<file path="src/sfd_pkg.sv">
`timescale 1ns / 1ps
`default_nettype none

package sfd_pkg;

  // frame marker bytes
  localparam logic [7:0] HDR_FIRST  = 8'h2C;
  localparam logic [7:0] HDR_SECOND = 8'h12;
  localparam logic [7:0] FRAME_TAIL = 8'h5B;

  // payload lengths per format
  localparam logic [2:0] LEN_FMT0 = 3'd4;
  localparam logic [2:0] LEN_FMT1 = 3'd1;

  // payload store depth
  localparam int unsigned PAYLOAD_DEPTH = 4;

  // configuration register indexes
  localparam int unsigned CFG_INDEX_W = 1;
  localparam logic [CFG_INDEX_W-1:0] CFG_FRAME_FORMAT   = 1'b0;
  localparam logic [CFG_INDEX_W-1:0] CFG_RECEIVE_ENABLE = 1'b1;

  typedef enum logic [1:0] {
    PH_HUNT = 2'd0,
    PH_HDR2 = 2'd1,
    PH_DATA = 2'd2,
    PH_TAIL = 2'd3
  } phase_t;

  typedef struct packed {
    logic [15:0] first_value;
    logic [7:0]  second_value;
    logic [7:0]  third_value;
  } result_t;

endpackage

`default_nettype wire

</file>
<file path="src/sfd_parser.sv">
`timescale 1ns / 1ps
`default_nettype none

module sfd_parser (
  input  wire              clk,
  input  wire              rst,
  input  wire              step,
  input  wire  [7:0]       rx_byte,
  input  wire              frame_format,
  output logic             res_valid,
  output sfd_pkg::result_t res
);
  import sfd_pkg::*;

  phase_t     phase;
  phase_t     phase_next;
  logic [2:0] count;
  logic [2:0] count_next;
  logic [2:0] count_inc;
  logic [2:0] need;
  logic [7:0] payload [PAYLOAD_DEPTH];

  assign count_inc = count + 3'd1;
  assign need      = frame_format ? LEN_FMT1 : LEN_FMT0;

  // next phase and payload count
  always_comb begin
    phase_next = phase;
    count_next = count;
    if (step) begin
      unique case (phase)
        PH_HUNT: begin
          if (rx_byte == HDR_FIRST) begin
            phase_next = PH_HDR2;
            count_next = 3'd0;
          end
        end
        PH_HDR2: begin
          phase_next = (rx_byte == HDR_SECOND) ? PH_DATA : PH_HUNT;
        end
        PH_DATA: begin
          count_next = count_inc;
          if (count_inc >= need) begin
            phase_next = PH_TAIL;
          end
        end
        PH_TAIL: begin
          phase_next = PH_HUNT;
          count_next = 3'd0;
        end
        default: begin
          phase_next = PH_HUNT;
        end
      endcase
    end
  end

  // result decode on a matching tail
  always_comb begin
    res_valid = step && (phase == PH_TAIL) && (rx_byte == FRAME_TAIL);
    if (frame_format) begin
      res.first_value  = {8'h00, payload[0]};
      res.second_value = 8'h00;
      res.third_value  = 8'h00;
    end else begin
      res.first_value  = {payload[0], payload[1]};
      res.second_value = payload[2];
      res.third_value  = payload[3];
    end
  end

  // control state
  always_ff @(posedge clk) begin
    if (rst) begin
      phase <= PH_HUNT;
      count <= 3'd0;
    end else begin
      phase <= phase_next;
      count <= count_next;
    end
  end

  // payload store, no reset
  always_ff @(posedge clk) begin
    if (step && (phase == PH_DATA)) begin
      payload[count[1:0]] <= rx_byte;
    end
  end

  a_hdr2_count_zero: assert property (@(posedge clk) disable iff (rst)
    (phase == PH_HDR2) |-> (count == 3'd0))
    else $error("count not cleared on header start");

  a_data_count_range: assert property (@(posedge clk) disable iff (rst)
    (phase == PH_DATA) |-> (count < LEN_FMT0))
    else $error("payload count overran store in data phase");

  a_tail_count_range: assert property (@(posedge clk) disable iff (rst)
    (phase == PH_TAIL) |-> ((count != 3'd0) && (count <= LEN_FMT0)))
    else $error("tail phase with bad payload count");

endmodule

`default_nettype wire

</file>
<file path="src/sfd_out_buf.sv">
`timescale 1ns / 1ps
`default_nettype none

module sfd_out_buf (
  input  wire              clk,
  input  wire              rst,
  input  wire              push,
  input  sfd_pkg::result_t push_data,
  output logic             full,
  output logic             out_valid,
  input  wire              out_ready,
  output sfd_pkg::result_t out_data
);
  import sfd_pkg::*;

  result_t    entry [2];
  logic       head;
  logic       tail;
  logic [1:0] count;
  logic [1:0] count_next;
  logic       pop;

  assign full      = (count == 2'd2);
  assign out_valid = (count != 2'd0);
  assign pop       = out_valid && out_ready;
  assign out_data  = entry[head];

  // occupancy
  always_comb begin
    count_next = count;
    if (push && !pop) begin
      count_next = count + 2'd1;
    end else if (pop && !push) begin
      count_next = count - 2'd1;
    end
  end

  // pointers and count
  always_ff @(posedge clk) begin
    if (rst) begin
      head  <= 1'b0;
      tail  <= 1'b0;
      count <= 2'd0;
    end else begin
      count <= count_next;
      if (push) begin
        tail <= ~tail;
      end
      if (pop) begin
        head <= ~head;
      end
    end
  end

  // result entries
  always_ff @(posedge clk) begin
    if (push) begin
      entry[tail] <= push_data;
    end
  end

  a_count_bound: assert property (@(posedge clk) disable iff (rst)
    count <= 2'd2)
    else $error("output buffer count overflow");

  a_no_push_full: assert property (@(posedge clk) disable iff (rst)
    full |-> !push)
    else $error("push into full output buffer");

  a_ptr_match: assert property (@(posedge clk) disable iff (rst)
    ((count == 2'd0) || (count == 2'd2)) |-> (head == tail))
    else $error("output buffer pointers out of step with count");

endmodule

`default_nettype wire

</file>
<file path="src/serial_frame_deframer_core.sv">
`timescale 1ns / 1ps
`default_nettype none

// a tail byte's result is decoded combinationally and written into the output buffer, which drives out_valid
// throughput: one byte per cycle; in_ready drops only while the two-entry
//   output buffer holds two results that have not been taken
// reset (rst, synchronous): parser back to header hunt, output buffer empty,
//   frame_format 0, receive_enable 1; payload store is not cleared
module serial_frame_deframer_core (
  input  wire                            clk,
  input  wire                            rst,
  input  wire                            in_valid,
  output logic                           in_ready,
  input  wire  [7:0]                     rx_byte,
  output logic                           out_valid,
  input  wire                            out_ready,
  output logic [15:0]                    first_value,
  output logic [7:0]                     second_value,
  output logic [7:0]                     third_value,
  input  wire                            cfg_write,
  input  wire  [sfd_pkg::CFG_INDEX_W-1:0] cfg_index,
  input  wire  [0:0]                     cfg_data
);
  import sfd_pkg::*;

  logic    frame_format;
  logic    receive_enable;
  logic    buf_full;
  logic    step;
  logic    res_valid;
  result_t res;
  result_t out_data;

  // configuration registers
  always_ff @(posedge clk) begin
    if (rst) begin
      frame_format   <= 1'b0;
      receive_enable <= 1'b1;
    end else if (cfg_write) begin
      unique case (cfg_index)
        CFG_FRAME_FORMAT:   frame_format   <= cfg_data[0];
        CFG_RECEIVE_ENABLE: receive_enable <= cfg_data[0];
        default: ;
      endcase
    end
  end

  // a byte is parsed on each input transfer while receive is enabled
  assign in_ready = !buf_full;
  assign step     = in_valid && in_ready && receive_enable;

  sfd_parser u_parser (
    .clk          (clk),
    .rst          (rst),
    .step         (step),
    .rx_byte      (rx_byte),
    .frame_format (frame_format),
    .res_valid    (res_valid),
    .res          (res)
  );

  sfd_out_buf u_out_buf (
    .clk       (clk),
    .rst       (rst),
    .push      (res_valid),
    .push_data (res),
    .full      (buf_full),
    .out_valid (out_valid),
    .out_ready (out_ready),
    .out_data  (out_data)
  );

  assign first_value  = out_data.first_value;
  assign second_value = out_data.second_value;
  assign third_value  = out_data.third_value;

endmodule

`default_nettype wire
</file>
<file path="config.mk">
export PLATFORM = sky130hd
export DESIGN_NAME = serial_frame_deframer_core
export DESIGN_NICKNAME = d
export VERILOG_FILES = /design/src/sfd_pkg.sv /design/src/sfd_parser.sv /design/src/sfd_out_buf.sv /design/src/serial_frame_deframer_core.sv
export SDC_FILE = /design/constraint.sdc
export NUM_CORES = 1
export LEC_CHECK = 0
export BUFFER_PORTS_ARGS = -buffer_cell sky130_fd_sc_hd__buf_2
export CORE_MARGIN = 1.5
export CORE_UTILIZATION = 60
export DETAILED_ROUTE_END_ITERATION = 12
export PLACE_DENSITY = 0.88
export SLEW_MARGIN = 40
export SYNTH_ARGS = -nofsm -noshare
export SYNTH_HDL_FRONTEND = slang
export SYNTH_HIERARCHICAL = 1
export SYNTH_SLANG_ARGS = --single-unit
</file>
<file path="constraint.sdc">
create_clock -name clk -period 7.03 [get_ports clk]
set_input_delay 1.406 -clock clk [delete_from_list [all_inputs] [get_ports clk]]
set_output_delay 1.406 -clock clk [all_outputs]
set_load 0.05 [all_outputs]
</file>
==> summary.txt <==
STA
  – # setup viols final: 0
  – Final TNS setup: 0 ns
  – Highest clock rate: 324 MHz
  – Max Clock Skew: 0.00621 ns
  – Slew Limit Fails: 0
  – RSZ-0062 raised after global routing: no
  – Endpoints failing hold: 0
  – Final critical-path share of the clock period: 43.9%
  – Relative slew slack: 69.7%
  – Worst slew pin tran: 0.455 ns
  – Final Critical Period: 3.08 ns

Clocking
  – Clk slew on worst S/H paths: 0.09 ns
  – CTS root buffer: clkbuf_8
  – Worst skew pair latency: 0.34 ns
  – CTS max path bufs: 2
  – # Post-CTS Setup Buffers: 0
  – CTS tree: yes
  – Hold-fix buffers at CTS: 0
  – # H-tree levels: 3
  – Sink Count: 108
  – CTS-repair resized insts: 0
  – CTS Buf Count: 9

Routing
  – ANT nets after route: 0
  – Drt total wl: 7080 um
  – DRT iter0 DRCs: 118
  – Routed len/inst: 17.6 um
  – Via count: 2204
  – Vias/cell: 5.47
  – DR pass1 iterations: 4
  – DRC: 0

Global routing
  – Initial antenna violation count: 0
  – GR Overflow Total: 0
  – GRT Resource Usage Total: 19.7%
  – Vias in the first global route: 2196
  – Maximum number of pins on one net before global-route repair: 35
  – First-pass GRT wire length: 10900 um

Critical path
  – Crit-path slowest cell: mux2_2
  – Startpoint types: register
  – Critical Path End: second_value[7]
  – Worst reg2reg setup slack: 4.51 ns
  – Reg2reg path depth: 8
  – Crit path DAT: 1.68 ns
  – Reg2Reg Launch Point: u_out_buf/count[0]
  – CP cell instances: buf_4 > mux2_2 > buf_2
  – Critical path capture point type: output port
  – RR Endpoint: u_out_buf/entry[0][6]
  – Max FO, Critical Path: 32
  – WP data required: 5.62 ns
  – Setup Crit Path Kind: register to output port
  – Crit path largest cell delay: 0.40 ns

Synth
  – Unique masters post-synth: 45
  – Cells after synthesis: 248
  – Multiplexer share of the synthesized area: 10.6%
  – Xor/xnor share of the synthesized area: 1.03%
  – Leading area contributor after synthesis: edfxtp_1
  – Ys async rst share: 0%
  – Post-synth EDFFs: 96
  – Synth Area in Simple Gates: 8.48%
  – Register area share after synthesis: 73.2%
  – Largest family of logic cells by synthesized area: multiplexers
  – Adder-Cell Fraction of Synth Area: 2.05%
  – Synth Register Bits: 108
  – Mean Syn Cell Area: 17.2 um^2
  – Yosys warns: 6
  – Synthesized area: 4260 um^2
  – Primary FF master, synth: edfxtp_1
  – Post-synthesis compound-gate area fraction: 3.14%
  – Syn nets: 270
  – Share of Yosys cell area claimed by the top area cell type: 67.6%
  – Synth top area cells: edfxtp_1, mux2_2, dfxtp_1, nor2b_1, ha_1

Finish
  – Layout cells sized above 1: 35.2%
  – Layout area overhead: 12.0%
  – Nets: 324
  – Most frequent cells in the layout: edfxtp_1, buf_2, mux2_2
  – Commonest non-fill, non-tap cell in the layout: edfxtp_1
  – Ant diodes: 0

Status
  – Outcome: finished clean

Floorplan
  – Die H: 87.3 um
  – # IOs: 49
  – Core area: 6830 um^2
  – Die Wd: 87.3 um
  – Row cnt: 30
  – Initial Utilization: 62.4%
  – Die Area: 7620 um^2

Power and ir drop
  – Power, Total: 1.04 mW
  – Internal Pwr Total: 0.830 mW
  – Sw Pwr: 0.207 mW
  – Clock Power Share: 31.0%
  – Sw Ratio: 20.0%
  – Logic pwr share: 2.1%
  – Power density cells: 217 nW/um^2
  – Pleak: 1.65 nW
  – Worst IR Drop VDD: 0.000120 V
  – Register share of total power: 66.9%

Placement
  – Post-DP HPWL: 4620 um
  – PortBufs: 48
  – Gpl congestion: 0.865

Hold path
  – Worst Min Path Start: u_out_buf/head
  – Worst min-delay path class: register to register

Flow run
  – Max_cap viols: 0
power groups by stage:
stage                     Sequential [mW]  Combinational [mW]  Clock, mW
final                               0.694              0.0221      0.321
after global routing                0.694              0.0244      0.351
after CTS                           0.694              0.0220      0.326
after detailed placement            0.709              0.0220          0
after global placement              0.709              0.0208          0
after floorplan                     0.709             0.00953          0
worst max-delay path: cells and delay by family, from the launching register on:
family	cells	cell delay [ns]
buffers and inverters	2	0.60
flip-flops	1	0.32
multiplexers	1	0.40
layer usage:
metal / vias to the layer above / wire [um] / global-route usage, %
li1: 1039 / - / -
met1: 1078 / 2940 / 23.5
met2: 78 / 3690 / 34.3
met3: 9 / 353 / 3.89
met4: 0 / 89 / 9.67
met5: - / 0 / 0
final cells by class:
type / instances / area [um^2]
Multi-Input combinational cell: 127 / 1080
Tap cell: 96 / 120
Clock buffer: 10 / 128
Fill cell: 451 / 2050
Clock inverter: 6 / 41.3
Inverter: 4 / 15.0
Timing Repair Buffer: 52 / 270
Sequential cell: 108 / 3120
cell families after synthesis:
family                     after synthesis
AOI/OAI and AO/OA                       18
muxes                                   40
DFF                                    108
xor gates and xnor gates                 5
adders and majority gates                7
buffers and inverters                   13
and+or+nand+nor                         57
flip-flops by register name (all words and copies together) (netlist names), named ones only:
register	count
u_out_buf/entry	64
u_parser/payload	32
u_parser/count	3
u_out_buf/count	2
frame_format	1
receive_enable	1
u_out_buf/head	1
u_out_buf/tail	1
u_parser/phase	1
stage by stage:
| step | instances | setup WS, ns | hold WS, ns | utilization, % | instance area (um^2) |
|---|---|---|---|---|---|
| after CTS | 403 | 3.92 | 0.522 | 69.9 | 4780 |
| after global routing | 403 | 3.87 | 0.549 | 69.9 | 4780 |
| after global placement | 387 | 3.79 | 0.487 | 67.5 | 4610 |
| after detailed placement | 387 | 3.75 | 0.499 | 67.5 | 4610 |
| final | 403 | 3.95 | 0.518 | 69.9 | 4780 |
| after floorplan | 248 | 2.97 | 0.460 | - | 4260 |
worst min path at each step:
stage               cells after the start        to  slack (ns)
floorplan                               2  register        0.46
detailed placement                      2  register        0.50
global route                            2  register        0.55
CTS                                     2  register        0.52
finish                                  2  register        0.52
global placement                        2  register        0.49
synthesized netlist by cell type, types with 2 or more instances:
cell type	number
clkbuf_1	3
a21oi_1	4
inv_1	4
edfxtp_1	96
nor3b_1	3
nor2_1	6
xor2_1	4
o21ai_0	3
mux2_2	38
buf_4	3
mux2_1	2
dfxtp_1	12
ha_1	7
and2_1	5
buf_2	2
nand2_1	3
nor2b_1	25
Power figures use the tool's default switching activity.
